`src/sv/rdq_pkg.sv`:
```
// ----------------------------------------------------------------------------
// rdq_pkg
// Shared types, codes and helpers for the record deque with field search.
// ----------------------------------------------------------------------------
package rdq_pkg;

    localparam int RDQ_DEPTH_DEF = 16;

    localparam int OP_W     = 3;
    localparam int DAY_W    = 5;
    localparam int MONTH_W  = 4;
    localparam int YEAR_W   = 16;
    localparam int LABEL_W  = 64;
    localparam int STATUS_W = 3;

    // Operation codes
    localparam logic [OP_W-1:0] OP_PUSH_BACK    = 3'd0;
    localparam logic [OP_W-1:0] OP_PUSH_FRONT   = 3'd1;
    localparam logic [OP_W-1:0] OP_POP_BACK     = 3'd2;
    localparam logic [OP_W-1:0] OP_POP_FRONT    = 3'd3;
    localparam logic [OP_W-1:0] OP_SEARCH_DAY   = 3'd4;
    localparam logic [OP_W-1:0] OP_SEARCH_MONTH = 3'd5;
    localparam logic [OP_W-1:0] OP_SEARCH_YEAR  = 3'd6;
    localparam logic [OP_W-1:0] OP_SEARCH_LABEL = 3'd7;

    // Result status codes
    localparam logic [STATUS_W-1:0] ST_OK       = 3'd0;
    localparam logic [STATUS_W-1:0] ST_MATCH    = 3'd1;
    localparam logic [STATUS_W-1:0] ST_NO_MATCH = 3'd2;
    localparam logic [STATUS_W-1:0] ST_FULL     = 3'd3;
    localparam logic [STATUS_W-1:0] ST_EMPTY    = 3'd4;

    typedef struct packed {
        logic [DAY_W-1:0]   day;
        logic [MONTH_W-1:0] month;
        logic [YEAR_W-1:0]  year;
        logic [LABEL_W-1:0] label;
    } record_t;

    // Controller to datapath
    typedef struct packed {
        logic                latch;       // capture request fields
        logic                push;        // store record, move pointers
        logic                pop;         // read end entry, move pointers
        logic                scan_start;  // read front entry, clear pending
        logic                scan_step;   // judge current entry, fetch next
        logic                emit_zero;   // result with empty record
        logic [STATUS_W-1:0] emit_status;
        logic                emit_pop;    // result with popped record
        logic                emit_final;  // last search result
    } rdq_cmd_t;

    // Datapath to controller
    typedef struct packed {
        logic is_push;
        logic is_pop;
        logic full;
        logic empty;
        logic out_free;
        logic hit;
        logic pend_valid;
        logic more;
    } rdq_stat_t;

    // Clear every byte from the first zero byte on.
    function automatic logic [LABEL_W-1:0] cut_label(input logic [LABEL_W-1:0] v);
        logic [LABEL_W-1:0] r;
        logic               ended;
        r     = '0;
        ended = 1'b0;
        for (int b = 0; b < LABEL_W / 8; b++) begin
            if (v[8*b +: 8] == 8'd0) begin
                ended = 1'b1;
            end
            if (!ended) begin
                r[8*b +: 8] = v[8*b +: 8];
            end
        end
        return r;
    endfunction

endpackage

```
`src/sv/rdq_datapath.sv`:
```
// ----------------------------------------------------------------------------
// rdq_datapath
// Record memory, ring pointers, scan comparator and result register.
// ----------------------------------------------------------------------------
module rdq_datapath
    import rdq_pkg::*;
#(
    parameter int DEPTH = RDQ_DEPTH_DEF
) (
    input  logic                clk,
    input  logic                rst_n,
    input  logic [OP_W-1:0]     operation,
    input  logic [DAY_W-1:0]    day,
    input  logic [MONTH_W-1:0]  month,
    input  logic [YEAR_W-1:0]   year,
    input  logic [LABEL_W-1:0]  label,
    input  rdq_cmd_t            cmd,
    output rdq_stat_t           stat,
    input  logic                out_ready,
    output logic                out_valid,
    output logic [STATUS_W-1:0] status,
    output logic [DAY_W-1:0]    out_day,
    output logic [MONTH_W-1:0]  out_month,
    output logic [YEAR_W-1:0]   out_year,
    output logic [LABEL_W-1:0]  out_label,
    output logic                last
);

    localparam int PTR_W = (DEPTH > 1) ? $clog2(DEPTH) : 1;
    localparam int CNT_W = $clog2(DEPTH + 1);

    record_t             mem_reg [DEPTH];
    record_t             rd_data_reg;
    record_t             key_reg;
    record_t             pend_reg;
    record_t             out_rec_reg;
    logic [OP_W-1:0]     op_reg;
    logic [PTR_W-1:0]    front_reg, front_next;
    logic [CNT_W-1:0]    count_reg, count_next;
    logic [PTR_W-1:0]    scan_pos_reg, scan_pos_next;
    logic                pend_valid_reg, pend_valid_next;
    logic                out_valid_reg, out_valid_next;
    logic [STATUS_W-1:0] out_status_reg;
    logic                out_last_reg;

    logic                full, empty, out_free, hit, more;
    logic [PTR_W-1:0]    front_dec, front_inc, push_slot, pop_slot, next_pos, rd_addr;
    logic                rd_en;
    logic                load_out;
    logic [STATUS_W-1:0] load_status;
    record_t             load_rec;
    logic                load_last;

    // Position in the deque to memory slot, wrapping at DEPTH.
    function automatic logic [PTR_W-1:0] slot_of(input logic [PTR_W-1:0] front,
                                                 input logic [PTR_W-1:0] pos);
        logic [PTR_W:0] sum;
        sum = {1'b0, front} + {1'b0, pos};
        if (sum >= (PTR_W+1)'(DEPTH)) begin
            sum = sum - (PTR_W+1)'(DEPTH);
        end
        return sum[PTR_W-1:0];
    endfunction

    assign full      = (count_reg == CNT_W'(DEPTH));
    assign empty     = (count_reg == '0);
    assign out_free  = !out_valid_reg || out_ready;
    assign front_dec = (front_reg == '0) ? PTR_W'(DEPTH - 1) : front_reg - 1'b1;
    assign front_inc = (front_reg == PTR_W'(DEPTH - 1)) ? '0 : front_reg + 1'b1;
    assign push_slot = (op_reg == OP_PUSH_FRONT) ? front_dec
                                                 : slot_of(front_reg, count_reg[PTR_W-1:0]);
    assign pop_slot  = (op_reg == OP_POP_FRONT) ? front_reg
                     : slot_of(front_reg, PTR_W'(count_reg - 1'b1));
    assign next_pos  = scan_pos_reg + 1'b1;
    assign more      = (CNT_W'(scan_pos_reg) + CNT_W'(1)) < count_reg;

    always_comb
    begin
        unique case (op_reg)
            OP_SEARCH_DAY:   hit = (rd_data_reg.day   == key_reg.day);
            OP_SEARCH_MONTH: hit = (rd_data_reg.month == key_reg.month);
            OP_SEARCH_YEAR:  hit = (rd_data_reg.year  == key_reg.year);
            OP_SEARCH_LABEL: hit = (rd_data_reg.label == key_reg.label);
            default:         hit = 1'b0;
        endcase
    end

    assign stat.is_push    = (op_reg == OP_PUSH_BACK) || (op_reg == OP_PUSH_FRONT);
    assign stat.is_pop     = (op_reg == OP_POP_BACK) || (op_reg == OP_POP_FRONT);
    assign stat.full       = full;
    assign stat.empty      = empty;
    assign stat.out_free   = out_free;
    assign stat.hit        = hit;
    assign stat.pend_valid = pend_valid_reg;
    assign stat.more       = more;

    // Memory read port
    assign rd_en   = cmd.pop || cmd.scan_start || (cmd.scan_step && more);
    assign rd_addr = cmd.pop ? pop_slot : (cmd.scan_start ? front_reg : slot_of(front_reg, next_pos));

    // Pointer, scan and pending-match updates
    always_comb
    begin
        front_next      = front_reg;
        count_next      = count_reg;
        scan_pos_next   = scan_pos_reg;
        pend_valid_next = pend_valid_reg;
        if (cmd.push)
        begin
            count_next = count_reg + 1'b1;
            if (op_reg == OP_PUSH_FRONT)
            begin
                front_next = front_dec;
            end
        end
        if (cmd.pop)
        begin
            count_next = count_reg - 1'b1;
            if (op_reg == OP_POP_FRONT)
            begin
                front_next = front_inc;
            end
        end
        if (cmd.scan_start)
        begin
            scan_pos_next   = '0;
            pend_valid_next = 1'b0;
        end
        if (cmd.scan_step)
        begin
            if (hit)
            begin
                pend_valid_next = 1'b1;
            end
            if (more)
            begin
                scan_pos_next = next_pos;
            end
        end
    end

    // Result selection
    always_comb
    begin
        load_out    = 1'b0;
        load_status = ST_OK;
        load_rec    = '0;
        load_last   = 1'b1;
        priority if (cmd.emit_zero)
        begin
            load_out    = 1'b1;
            load_status = cmd.emit_status;
        end
        else if (cmd.emit_pop)
        begin
            load_out = 1'b1;
            load_rec = rd_data_reg;
        end
        else if (cmd.scan_step && hit && pend_valid_reg)
        begin
            // a newer match exists, so the held one is not the last
            load_out    = 1'b1;
            load_status = ST_MATCH;
            load_rec    = pend_reg;
            load_last   = 1'b0;
        end
        else if (cmd.emit_final)
        begin
            load_out = 1'b1;
            if (pend_valid_reg)
            begin
                load_status = ST_MATCH;
                load_rec    = pend_reg;
            end
            else
            begin
                load_status = ST_NO_MATCH;
            end
        end
    end

    assign out_valid_next = load_out ? 1'b1 : (out_ready ? 1'b0 : out_valid_reg);

    always_ff @(posedge clk or negedge rst_n)
    begin
        if (!rst_n)
        begin
            front_reg      <= '0;
            count_reg      <= '0;
            scan_pos_reg   <= '0;
            pend_valid_reg <= 1'b0;
            out_valid_reg  <= 1'b0;
        end
        else
        begin
            front_reg      <= front_next;
            count_reg      <= count_next;
            scan_pos_reg   <= scan_pos_next;
            pend_valid_reg <= pend_valid_next;
            out_valid_reg  <= out_valid_next;
        end
    end

    always_ff @(posedge clk)
    begin
        if (cmd.latch)
        begin
            op_reg        <= operation;
            key_reg.day   <= day;
            key_reg.month <= month;
            key_reg.year  <= year;
            key_reg.label <= cut_label(label);
        end
        if (cmd.push)
        begin
            mem_reg[push_slot] <= key_reg;
        end
        if (rd_en)
        begin
            rd_data_reg <= mem_reg[rd_addr];
        end
        if (cmd.scan_step && hit)
        begin
            pend_reg <= rd_data_reg;
        end
        if (load_out)
        begin
            out_status_reg <= load_status;
            out_rec_reg    <= load_rec;
            out_last_reg   <= load_last;
        end
    end

    assign out_valid = out_valid_reg;
    assign status    = out_status_reg;
    assign out_day   = out_rec_reg.day;
    assign out_month = out_rec_reg.month;
    assign out_year  = out_rec_reg.year;
    assign out_label = out_rec_reg.label;
    assign last      = out_last_reg;

endmodule

```
`config.mk`:
```
export PLATFORM = sky130hd
export DESIGN_NAME = rdq_datapath
export DESIGN_NICKNAME = d
export VERILOG_FILES = /design/src/sv/rdq_pkg.sv /design/src/sv/rdq_datapath.sv
export SDC_FILE = /design/constraint.sdc
export NUM_CORES = 2
export LEC_CHECK = 0
export ABC_AREA = 0
export BUFFER_PORTS_ARGS = -buffer_cell sky130_fd_sc_hd__buf_4
export CORE_ASPECT_RATIO = 1.2
export CORE_MARGIN = 2
export CORE_UTILIZATION = 25
export CTS_CLUSTER_SIZE = 14
export DETAILED_ROUTE_END_ITERATION = 12
export SLEW_MARGIN = 20
export SYNTH_ARGS = -nofsm -noshare
export SYNTH_HDL_FRONTEND = slang
export SYNTH_SLANG_ARGS = --single-unit
export TNS_END_PERCENT = 30
```
`constraint.sdc`:
```
create_clock -name clk -period 19.1 [get_ports clk]
set_clock_uncertainty 0.05 [all_clocks]
set_input_delay 0.955 -clock clk [delete_from_list [all_inputs] [get_ports clk]]
set_output_delay 0.955 -clock clk [all_outputs]
set_load 0.05 [all_outputs]
```
==> results_dict.tcl <==
set metrics [dict create \
    cts_root_buf "clkbuf_16" \
    h-tree-depth 4 \
    final_antenna_net_count 0 \
    drc 0 \
    seq_area_frac_synth_pct 74.3 \
    clock_latency_ns 0.83 \
    syn-mean-instance-area_um2 15.9 \
    peakVddDrop_v 0.000306 \
    p_per_area_nw_per_um2 184 \
    syn_area_um2 72700 \
    placedCellCount 8294 \
    viasPerCell 5.04 \
    slew_headroom_pct 18.4 \
    cts_buffers 169 \
    critical-path-max-stage-delay_ns 0.96 \
    fin_crit_ns 6.29 \
    rrSetupSlack_ns 13.08 \
    crit_type "register to primary output" \
    path_cells "xor2_1 > nor4_2 > nand4_1 > nor4_1 > nand2_1 > a21boi_1 > buf_4" \
    drive_above_1_share_pct 14.9 \
    synth_async_sr_flop_share_pct 0.832 \
    grt_max_degree 233 \
    synth_nets 4716 \
    finalNonFillerCells 8586 \
    r2r_end "rd_data_reg[25]$_DFFE_PP_" \
    finalNetCount 4783 \
    area_growth_pct 14.6 \
    hp-start "day[3]" \
    end_kind "primary output" \
    cp_top_family "simple AND/OR/NAND/NOR gates" \
    status "completed" \
    post_cts_buffers 0 \
    crit_arrival_ns 5.28 \
    rsz0062_at_grt "no" \
    clockBufferDepth 4 \
    vias 43300 \
    ys_top_cells_by_area "edfxtp_1 (74%), a211oi_1 (6.6%), and3_1 (6.2%), nor4_1 (1.8%), clkbuf_1 (1.6%)" \
    first_pass_iters 6 \
    floorplan.initialDensity_pct 25.2 \
    hold_path.class "input pin to register" \
    largest_register_ffs 1424 \
    clk_pin_slew_worst_paths_ns 0.06 \
    maxCapViolCount 0 \
    drtIter0Drc 4596 \
    synth-seq-cells 1802 \
    gp_congestion 0.791 \
    grt_use_total_pct 14.5 \
    antenna_found_initial 28 \
    critPathLaunchType "register" \
    dieArea_um2 295000 \
    synth_cell_types 64 \
    io_buffers 207 \
    cts_sinks 1802 \
    synth_common_cells "edfxtp_1 (1,787), and3_1 (725), a211oi_1 (635), clkbuf_1 (301), nor4_1 (204)" \
    globalRouteOverflowTotal 0 \
    synth_most_common_cell "edfxtp_1" \
    hold_viol 0 \
    rows 216 \
    slowest_stage "a21boi_1" \
    yosysTopAreaCell "edfxtp_1" \
    grt_pass1_wl_um 314000 \
    worst_hold_path.endpoint "key_reg[87]$_DFFE_PP_" \
    worstReg2RegStart "scan_pos_reg[0]$_DFF_PN0_" \
    leakagePower_nw 27.0 \
    syn_inst 4587 \
    worstSetupPathDepth 7 \
    synth_edf_count 1787 \
    setup_violations 0 \
    fmax_mhz 159 \
    post_drt_wl_per_cell_um 25.9 \
    grt_pass1_vias 41900 \
    setup_tns_ns 0 \
    die_x_um 496 \
    yosysWarningCount 0 \
    worst_slew_pin_slew_ns 1.22 \
    yosysTopAreaCellShare_pct 73.8 \
    worst-path-buf-inv 1 \
    hold_depth 1 \
    reg2reg_depth 12 \
    critPathMaxFanout 17 \
    synth_flop_cell "edfxtp_1" \
    routed_wl_um 223000 \
    dpl.hpwl_um 119000 \
    core_area_um2 289000 \
    die_h_um 595 \
    cp.required_ns 18.10 \
    cts_tree "done" \
    timing.final.crit_share_pct 32.9 \
    finalMaxSlewViolations 0 \
    io_pins 208 \
]
==> kinds of logic (layout without fill, tap and decap cells) <==
kind of cell,count (synthesis),in the layout,share of synthesized area [%]
muxes,99,99,1.52
other,0,8,0
xor gates and xnor gates,92,92,1.12
and+or+nand+nor,1187,1187,9.74
DFF,1802,1802,74.3
adders and majority gates,23,23,0.427
buffers and inverters,428,604,2.57
AOI/OAI and AO/OA,956,956,10.3
==> power breakdown <==
group / internal, mW / switching [mW]
combinational: 1.98 / 4.16
clock: 1.71 / 1.43
sequential: 5.64 / 0.425
==> worst max-delay path by stage <==
stage,startpoint,endpoint
after floorplan,key_reg[5]$_SDFFCE_PP0P_,last$_SDFFCE_PP1P_
after global placement,front_reg[0]$_DFF_PN0_,rd_data_reg[80]$_DFFE_PP_
after detailed placement,scan_pos_reg[0]$_DFF_PN0_,rd_data_reg[25]$_DFFE_PP_
after CTS,key_reg[34]$_SDFFCE_PP0P_,stat[2]
after global routing,scan_pos_reg[0]$_DFF_PN0_,rd_data_reg[78]$_DFFE_PP_
final,key_reg[34]$_SDFFCE_PP0P_,stat[2]
==> placed cells by master, fill, tap and decap left out, types with 5 or more instances in the layout <==
cell type and n:
ha_1 20, clkbuf_1 36, and3_1 725, nor2_1 13, diode_2 8, a21oi_1 11
buf_4 282, nor3_1 6, buf_12 12, inv_1 24, xnor2_1 12, inv_6 7
nand2_1 116, a211oi_2 80, clkinv_2 17, nand2b_1 12, nor2b_1 23, mux2i_1 6
xor2_1 79, o21ai_0 94, a32oi_1 90, clkinv_1 41, dfrtp_1 15, clkbuf_16 171
edfxtp_1 1787, nor2_4 16, nand3_1 6, bufinv_16 5, and2_1 42, a211oi_1 634
mux2_2 93, nor4_1 202
==> what timing repair did <==
action | in CTS | in global routing
endpoints found under the hold margin | 13 | 0
hold buffers | 1 | 0
gates resized for setup | 0 | 0
==> cell type report <==
| cell class | instances | area (um^2) |
|---|---|---|
| fill | 28400 | 206000 |
| sequential | 1802 | 54000 |
| multi-input combinational | 2357 | 17100 |
| tap | 3815 | 4770 |
| clock buffer | 209 | 4440 |
| timing repair buffer | 299 | 2430 |
| clock inverter | 71 | 462 |
| inverter | 25 | 96.3 |
| antenna | 8 | 20.0 |
==> layer usage <==
metal / GRT usage [%] / wire [um]
met2: 24.2 / 109000
met1: 18.0 / 86900
met5: 0 / 72
met3: 2.28 / 14900
met4: 7.40 / 12500
==> per-stage QoR <==
step           cell area, um^2  setup WS (ns)  util, %  total power, mW  hold slack (ns)
3_5_place_dp             78300          13.06     27.1             12.3            0.433
2_1_floorplan            72700           9.88        -             10.1            0.401
3_3_place_gp             78300          13.18     27.1             12.2            0.428
4_1_cts                  83200          12.82     28.8             15.4            0.216
5_1_grt                  83300          12.89     28.8             16.0            0.241
6_report                 83300          12.81     28.8             15.3            0.256
No activity file was read; power rests on OpenSTA's default activity.
