===== src/sv/rdq_pkg.sv =====
// ----------------------------------------------------------------------------
// rdq_pkg
// Shared types, codes and helpers for the record deque with field search.
// ----------------------------------------------------------------------------
package rdq_pkg;

    localparam int RDQ_DEPTH_DEF = 16;

    localparam int OP_W     = 3;
    localparam int DAY_W    = 5;
    localparam int MONTH_W  = 4;
    localparam int YEAR_W   = 16;
    localparam int LABEL_W  = 64;
    localparam int STATUS_W = 3;

    // Operation codes
    localparam logic [OP_W-1:0] OP_PUSH_BACK    = 3'd0;
    localparam logic [OP_W-1:0] OP_PUSH_FRONT   = 3'd1;
    localparam logic [OP_W-1:0] OP_POP_BACK     = 3'd2;
    localparam logic [OP_W-1:0] OP_POP_FRONT    = 3'd3;
    localparam logic [OP_W-1:0] OP_SEARCH_DAY   = 3'd4;
    localparam logic [OP_W-1:0] OP_SEARCH_MONTH = 3'd5;
    localparam logic [OP_W-1:0] OP_SEARCH_YEAR  = 3'd6;
    localparam logic [OP_W-1:0] OP_SEARCH_LABEL = 3'd7;

    // Result status codes
    localparam logic [STATUS_W-1:0] ST_OK       = 3'd0;
    localparam logic [STATUS_W-1:0] ST_MATCH    = 3'd1;
    localparam logic [STATUS_W-1:0] ST_NO_MATCH = 3'd2;
    localparam logic [STATUS_W-1:0] ST_FULL     = 3'd3;
    localparam logic [STATUS_W-1:0] ST_EMPTY    = 3'd4;

    typedef struct packed {
        logic [DAY_W-1:0]   day;
        logic [MONTH_W-1:0] month;
        logic [YEAR_W-1:0]  year;
        logic [LABEL_W-1:0] label;
    } record_t;

    // Controller to datapath
    typedef struct packed {
        logic                latch;       // capture request fields
        logic                push;        // store record, move pointers
        logic                pop;         // read end entry, move pointers
        logic                scan_start;  // read front entry, clear pending
        logic                scan_step;   // judge current entry, fetch next
        logic                emit_zero;   // result with empty record
        logic [STATUS_W-1:0] emit_status;
        logic                emit_pop;    // result with popped record
        logic                emit_final;  // last search result
    } rdq_cmd_t;

    // Datapath to controller
    typedef struct packed {
        logic is_push;
        logic is_pop;
        logic full;
        logic empty;
        logic out_free;
        logic hit;
        logic pend_valid;
        logic more;
    } rdq_stat_t;

    // Clear every byte from the first zero byte on.
    function automatic logic [LABEL_W-1:0] cut_label(input logic [LABEL_W-1:0] v);
        logic [LABEL_W-1:0] r;
        logic               ended;
        r     = '0;
        ended = 1'b0;
        for (int b = 0; b < LABEL_W / 8; b++) begin
            if (v[8*b +: 8] == 8'd0) begin
                ended = 1'b1;
            end
            if (!ended) begin
                r[8*b +: 8] = v[8*b +: 8];
            end
        end
        return r;
    endfunction

endpackage


===== src/sv/rdq_controller.sv =====
// ----------------------------------------------------------------------------
// rdq_controller
// Sequences one request at a time: execute, pop read, scan, final result.
// ----------------------------------------------------------------------------
module rdq_controller
    import rdq_pkg::*;
(
    input  logic      clk,
    input  logic      rst_n,
    input  logic      req_valid,
    output logic      req_ready,
    input  rdq_stat_t stat,
    output rdq_cmd_t  cmd
);

    localparam logic [2:0] S_IDLE = 3'd0;
    localparam logic [2:0] S_EXEC = 3'd1;
    localparam logic [2:0] S_POP  = 3'd2;
    localparam logic [2:0] S_SCAN = 3'd3;
    localparam logic [2:0] S_FIN  = 3'd4;

    logic [2:0] state_reg, state_next;

    assign req_ready = (state_reg == S_IDLE);

    always_comb
    begin
        state_next = state_reg;
        cmd        = '0;
        cmd.emit_status = ST_OK;
        unique case (state_reg)
            S_IDLE:
            begin
                if (req_valid)
                begin
                    cmd.latch  = 1'b1;
                    state_next = S_EXEC;
                end
            end
            S_EXEC:
            begin
                if (stat.is_push)
                begin
                    if (stat.out_free)
                    begin
                        cmd.emit_zero   = 1'b1;
                        cmd.emit_status = stat.full ? ST_FULL : ST_OK;
                        cmd.push        = !stat.full;
                        state_next      = S_IDLE;
                    end
                end
                else if (stat.empty)
                begin
                    if (stat.out_free)
                    begin
                        cmd.emit_zero   = 1'b1;
                        cmd.emit_status = stat.is_pop ? ST_EMPTY : ST_NO_MATCH;
                        state_next      = S_IDLE;
                    end
                end
                else if (stat.is_pop)
                begin
                    cmd.pop    = 1'b1;
                    state_next = S_POP;
                end
                else
                begin
                    cmd.scan_start = 1'b1;
                    state_next     = S_SCAN;
                end
            end
            S_POP:
            begin
                if (stat.out_free)
                begin
                    cmd.emit_pop = 1'b1;
                    state_next   = S_IDLE;
                end
            end
            S_SCAN:
            begin
                // hold when a held match must go out and the result register is busy
                if (!(stat.hit && stat.pend_valid && !stat.out_free))
                begin
                    cmd.scan_step = 1'b1;
                    if (!stat.more)
                    begin
                        state_next = S_FIN;
                    end
                end
            end
            S_FIN:
            begin
                if (stat.out_free)
                begin
                    cmd.emit_final = 1'b1;
                    state_next     = S_IDLE;
                end
            end
            default:
            begin
                state_next = S_IDLE;
            end
        endcase
    end

    always_ff @(posedge clk or negedge rst_n)
    begin
        if (!rst_n)
        begin
            state_reg <= S_IDLE;
        end
        else
        begin
            state_reg <= state_next;
        end
    end

endmodule


===== config.mk =====
export PLATFORM = sky130hd
export DESIGN_NAME = rdq_controller
export DESIGN_NICKNAME = d
export VERILOG_FILES = /design/src/sv/rdq_pkg.sv /design/src/sv/rdq_controller.sv
export SDC_FILE = /design/constraint.sdc
export NUM_CORES = 1
export LEC_CHECK = 0
export BUFFER_PORTS_ARGS = -buffer_cell sky130_fd_sc_hd__buf_2
export CORE_AREA = 2 2 39 41
export DETAILED_ROUTE_END_ITERATION = 10
export DIE_AREA = 0 0 41 43
export HOLD_SLACK_MARGIN = 0.1
export SLEW_MARGIN = 20
export SYNTH_ARGS = -nofsm -noshare
export SYNTH_HDL_FRONTEND = slang
export SYNTH_SLANG_ARGS = --single-unit

===== constraint.sdc =====
create_clock -name clk -period 1.3 [get_ports clk]
set_input_delay 0.26 -clock clk [delete_from_list [all_inputs] [get_ports clk]]
set_output_delay 0.26 -clock clk [all_outputs]
set_load 0.03 [all_outputs]

==> results.tsv, run 1 <==
stage	metric	value	unit
logic_synthesis	syn-num-nets	51	
flow_run	timing.max_cap.violations	0	
clock_network	clock-sinks	3	
logic_synthesis	synth_edf_count	0	
worst_setup_path	crit_path_max_incr_delay	0.41	ns
floorplan	die_height	43	um
logic_synthesis	synth.most_common_cell	nor2_1	
clock_network	insertion_delay	0.24	ns
route	dr.first_iter.drc_count	8	
floorplan	coreArea	1380	um2
sta	hold_viol	0	
sta	rsz0062_at_grt	yes	
power	irDropWorstVdd	0.871	mV
power	p_per_area	1800	nW/um2
clock_network	cts_max_level	1	
sta	max_freq	635	MHz
logic_synthesis	seq_area_frac_synth	0.251	
logic_synthesis	synth_cells	40	
floorplan	die_w	41	um
place	portBuffers	22	
clock_network	clockRootBuffer	clkbuf_4	
min_path	hold_path_depth	2	
cells_and_area	num_antenna_cells	0	
clock_network	cts_setup_buffers	0	
global_route	grt_pass1_vias	421	
worst_setup_path	slowest_stage	dfrtp_2	
sta	finalCriticalPeriod	1.57	ns
worst_setup_path	critical_path_depth	5	
place	dp_slack	-0.115	ns
worst_setup_path	worst_setup_path_end_kind	primary output	
worst_setup_path	critPathRequiredTime	1.04	ns
route	drtAntennaViolNets	0	
global_route	grt_pass1_wl	1610	um
logic_synthesis	synth_top_area_share	0.251	
route	wl_per_cell	11.5	um
place	globalplace.congestion	0.770	
worst_setup_path	crit_family	flip-flops	
logic_synthesis	yosys_most_used_dff	dfrtp_1	
worst_setup_path	cp-start-kind	register	
sta	relSlewSlack	0.803	
route	drc	0	
run_status	status	finished, violations left	
worst_setup_path	crit_buf_inv	2	
logic_synthesis	synth.area.top_cells	dfrtp_1 (25%), nor2_1 (7.5%), nor3_1 (5.0%)	
route	first_pass_iters	4	
clock_network	cts_buffers	3	
worst_setup_path	critPathKind	register to primary output	
cells_and_area	largest_reg_flops	3	
logic_synthesis	ys_warn_count	0	
sta	maxSlewViolCount	0	
worst_setup_path	crit_fanout	4	
logic_synthesis	yosys.cell_types.count	23	
floorplan	fp-row-count	14	
run_status	violations	setup timing	
floorplan	num_io_pins	23	
logic_synthesis	yosys-top-cells-count	nor2_1 (6), inv_1 (4), nand2_1 (4)	
sta	finalSetupViolations	12	
clock_network	clock_path_buffers	2	
cells_and_area	nets	88	
floorplan	start_util	0.216	
sta	hold_slack	0.210	ns
cells_and_area	final_cells	92	
sta	worstMarginPinSlew	0.294	ns
sta	fin_ws	-0.274	ns
place	dpl.hpwl	763	um
worst_setup_path	cp.arrival	1.31	ns
clock_network	cts_tree	built	
place	dp_cells	87	
cells_and_area	drive_above_1_share	0.711	
floorplan	dieArea	1760	um2
logic_synthesis	ys_seq_elements	3	
worst_setup_path	reg2reg_depth	4	
route	viasPerCell	4.77	
route	vias	439	
logic_synthesis	avgSynthCellArea	7.48	um2
cells_and_area	areaGrowthSynthToFinish	132	%
global_route	track_usage	0.137	
worst_setup_path	cp_cell_sequence	nor2_4 -> nand3_4 -> buf_4 -> nor2_2 -> buf_6	
sta	timing.final.crit_share	1.21	
clock_network	cts.clk_slew.worst_paths	0.04	ns
global_route	grt_max_degree	9	
route	drt-total-wl	1060	um
logic_synthesis	syn-cell-area	299	um2
sta	fin_worst_skew	0.00605	ns
logic_synthesis	yosys.area.top_type	dfrtp_1	
logic_synthesis	async_flop_share	1.00	
power	leakagePower	0.315	nW
global_route	grt-ovfl-total	0	
min_path	hp-class	input pin to register	
global_route	antenna_found_initial	0	
power breakdown:
part / total [mW] / switching (mW) / internal, mW
Sequential: 0.184 / 0.0482 / 0.136
Clock: 0.167 / 0.0514 / 0.115
Combinational: 0.898 / 0.489 / 0.408
cell families after synthesis:
family	Yosys count	synth area share
buf+inv	6	0.0837
flops	3	0.251
compound gates	8	0.197
simple gates	23	0.469
worst paths after layout:
check,slack [ns],endpoint,start
max reg2reg,0.05,state_reg[1]$_DFFE_PN0P_,state_reg[0]$_DFFE_PN0P_
max in group asynchronous,0.82,state_reg[0]$_DFFE_PN0P_,rst_n
max,-0.27,cmd[2],state_reg[2]$_DFFE_PN0P_
min,0.21,state_reg[2]$_DFFE_PN0P_,stat[0]
min in group asynchronous,0.36,state_reg[2]$_DFFE_PN0P_,rst_n
min reg2reg,0.66,state_reg[1]$_DFFE_PN0P_,state_reg[2]$_DFFE_PN0P_
cell type report:
cell class              instances  area (um2)
fillers                       130         689
multi-input cells              31         294
repair buffers                 34         259
flip-flops and latches          3        77.6
clock buffers                   4        26.3
well taps                      16        20.0
inverters                       4        17.5
cell usage in the layout, fill, tap and decap left out, types with 2 or more instances in the layout:
cell	netlist	final
buf_6	0	7
nand2_1	4	4
nor2_4	0	2
inv_1	4	3
nor2_2	0	3
buf_4	0	16
clkbuf_4	0	3
dfrtp_2	0	2
buf_2	2	10
nand3_4	0	2
through the flow:
step                instance area, um2  setup TNS [ns]  total power, mW   util
finish                             694           -2.58             1.25  0.502
global route                       694           -3.42             1.34  0.502
global placement                   569          -0.363            0.937  0.411
detailed placement                 569          -0.481            0.945  0.411
floorplan                          373          -0.625            0.686      -
CTS                                687           -2.64             1.23  0.496
per-layer routing:
layer,wire length (um),vias to the layer above,GRT usage,share of wire
met5,0,-,0,0
li1,-,216,-,-
met4,0,0,0.107,0
met2,610,16,0.219,0.58
met3,45,0,0.0157,0.043
met1,399,207,0.153,0.38
timing repair:
action                                 in CTS  in global routing
endpoints found under the hold margin       3                  0
gates resized for setup                    25                  2
cloned                                      0                  0
pin swaps                                   3                  2
hold buffers                                1                  0
setup endpoints to repair                  13                 13
No activity file was read; power rests on OpenSTA's default activity.
==> run 2, diff against run 1 <==
--- a/config.mk
+++ b/config.mk
@@ -7,6 +7,7 @@
 export LEC_CHECK = 0
 export BUFFER_PORTS_ARGS = -buffer_cell sky130_fd_sc_hd__buf_2
 export CORE_AREA = 2 2 39 41
+export CTS_BUF_LIST = sky130_fd_sc_hd__clkbuf_8
 export DETAILED_ROUTE_END_ITERATION = 10
 export DIE_AREA = 0 0 41 43
 export HOLD_SLACK_MARGIN = 0.1
==> results.tsv, run 2 (same netlist as run 1, synthesis figures left out) <==
stage	metric	value	unit
run_status	status	finished, violations left	
run_status	violations	setup timing	
clock_network	clock_path_buffers	2	
clock_network	clockRootBuffer	clkbuf_8	
floorplan	die_height	43	um
place	globalplace.congestion	0.770	
power	p_int	890	uW
worst_setup_path	crit_family	simple AND/OR/NAND/NOR gates	
clock_network	insertion_delay	0.22	ns
worst_setup_path	critical_path_depth	4	
route	drc	0	
clock_network	cts_max_level	1	
sta	max_freq	643	MHz
worst_setup_path	r2r_start	state_reg[0]$_DFFE_PN0P_	
cells_and_area	fin_area	797	um2
sta	fin_worst_skew	0.00414	ns
worst_setup_path	crit_start	state_reg[2]$_DFFE_PN0P_	
global_route	antenna_found_initial	0	
worst_setup_path	crit_fanout	4	
power	power_switching_share	0.425	
floorplan	start_util	0.216	
sta	timing.final.crit_share	1.20	
global_route	grt_max_degree	9	
floorplan	fp-row-count	14	
global_route	grt_pass1_wl	1660	um
route	first_pass_iters	4	
worst_setup_path	cp.arrival	1.30	ns
place	dpl.hpwl	763	um
worst_setup_path	cp_cell_sequence	nor2_4 -> nand3_4 -> nor4b_4 -> buf_6	
min_path	hp-class	input pin to register	
flow_run	timing.max_cap.violations	0	
power	power_frac_comb	0.704	
clock_network	clock-sinks	3	
worst_setup_path	worst_setup_path_end_kind	primary output	
route	drtAntennaViolNets	0	
worst_setup_path	cp-start-kind	register	
power	p_per_area	1940	nW/um2
route	vias	444	
cells_and_area	nets	91	
power	irDropWorstVdd	0.921	mV
route	drt-total-wl	1110	um
worst_setup_path	slowest_stage	dfrtp_2	
sta	finalSetupViolations	12	
worst_setup_path	critPathKind	register to primary output	
worst_setup_path	r2r_setup_slack	0.07	ns
global_route	track_usage	0.148	
route	viasPerCell	4.67	
global_route	grt-ovfl-total	0	
worst_setup_path	reg2reg_depth	4	
place	placed_area	569	um2
sta	finalCriticalPeriod	1.56	ns
sta	worstMarginPinSlew	0.251	ns
cells_and_area	areaGrowthSynthToFinish	167	%
cells_and_area	drive_above_1_share	0.734	
cells_and_area	final_cell_mix	buf_6 (15), buf_2 (10), buf_4 (10), nor2_4 (4), nand2_1 (4)	
sta	fin_ws	-0.256	ns
floorplan	num_io_pins	23	
clock_network	cts_buffers	3	
power	power_frac_seq	0.125	
worst_setup_path	endpoint	cmd[4]	
clock_network	cts.clk_slew.worst_paths	0.03	ns
floorplan	dieArea	1760	um2
worst_setup_path	rr_endpoint	state_reg[1]$_DFFE_PN0P_	
cells_and_area	largest_reg_flops	3	
sta	rsz0062_at_grt	yes	
worst_setup_path	crit_buf_inv	1	
power	clock_power_share	0.171	
floorplan	die_w	41	um
cells_and_area	num_antenna_cells	0	
global_route	grt_pass1_vias	428	
place	portBuffers	22	
floorplan	coreArea	1380	um2
worst_setup_path	critPathRequiredTime	1.04	ns
power	p_sw	659	uW
cells_and_area	fill_cells	115	
route	wl_per_cell	11.7	um
power	leakagePower	0.359	nW
sta	hold_slack	0.233	ns
route	dr.first_iter.drc_count	2	
sta	hold_viol	0	
clock_network	cts_tree	built	
cells_and_area	final_common_cell	buf_6	
sta	maxSlewViolCount	0	
worst_setup_path	crit_path_max_incr_delay	0.41	ns
sta	relSlewSlack	0.831	
[run 2: cell types whose count changed in the layout (fill, tap and decap cells not counted)]
| cell | previous run | this run |
|---|---|---|
| inv_2 | 0 | 1 |
| nor4b_4 | 1 | 2 |
| nor2_4 | 2 | 4 |
| nor2_2 | 3 | 1 |
| clkbuf_1 | 1 | 0 |
| clkbuf_8 | 0 | 3 |
| clkbuf_4 | 3 | 0 |
| nor4b_2 | 1 | 0 |
| buf_4 | 16 | 10 |
| buf_12 | 0 | 1 |
| buf_6 | 7 | 15 |
[run 2: what timing repair did]
action / in CTS / in global routing
resized for setup: 25 / 14
hold buffers: 1 / 0
hold endpoints to repair: 3 / 0
pin swaps: 3 / 4
buffers inserted: 0 / 3
setup endpoints to repair: 13 / 13
[run 2: power groups by stage]
stage | registers [mW] | logic (mW) | clock network (mW)
global route | 0.201 | 1.16 | 0.285
CTS | 0.186 | 0.876 | 0.271
detailed placement | 0.184 | 0.761 | 0
floorplan | 0.162 | 0.524 | 0
global placement | 0.183 | 0.754 | 0
finish | 0.194 | 1.09 | 0.265
[run 2: worst min path at each step]
stage	from	to	slack, ns	cells past startpoint
after floorplan	rst_n	state_reg[0]$_DFFE_PN0P_	-0.04	0
after global placement	rst_n	state_reg[0]$_DFFE_PN0P_	0.06	1
after detailed placement	rst_n	state_reg[1]$_DFFE_PN0P_	0.06	1
after CTS	stat[0]	state_reg[2]$_DFFE_PN0P_	0.23	2
after global routing	stat[0]	state_reg[2]$_DFFE_PN0P_	0.23	2
final	stat[0]	state_reg[2]$_DFFE_PN0P_	0.23	2
[run 2: layout make-up]
type / count / area, um2 / share of cell area
inverters: 4 / 17.5 / 0.0220
repair buffers: 37 / 324 / 0.407
multi-input cells: 31 / 313 / 0.392
clock inverters: 1 / 3.75 / 0.00471
clock buffers: 3 / 41.3 / 0.0518
flip-flops and latches: 3 / 77.6 / 0.0973
well taps: 16 / 20.0 / 0.0251
[run 2: worst reg2reg max path, stage by stage, from the launching register on]
cell and delay [ns]:
dfrtp_2 0.42, buf_6 0.15, inv_2 0.04, o311a_1 0.35
a211oi_2 0.19
[run 2: metal layers]
| metal | vias to the layer above | GRT usage | part of all wire |
|---|---|---|---|
| li1 | 222 | - | - |
| met1 | 209 | 0.149 | 0.39 |
| met2 | 11 | 0.222 | 0.56 |
| met3 | 2 | 0.0471 | 0.031 |
| met4 | 0 | 0.140 | 0.015 |
| met5 | - | 0 | 0 |
[run 2: metrics by stage]
step                      total power [mW]  setup WS, ns  std cells  setup TNS (ns)   util
after floorplan                      0.686        -0.219         40          -0.625      -
after global placement               0.937        -0.107         87          -0.363  0.411
after detailed placement             0.945        -0.115         87          -0.481  0.411
after CTS                             1.33        -0.251         92           -2.40  0.510
after global routing                  1.65        -0.304         95           -2.98  0.576
final                                 1.55        -0.256         95           -2.26  0.576
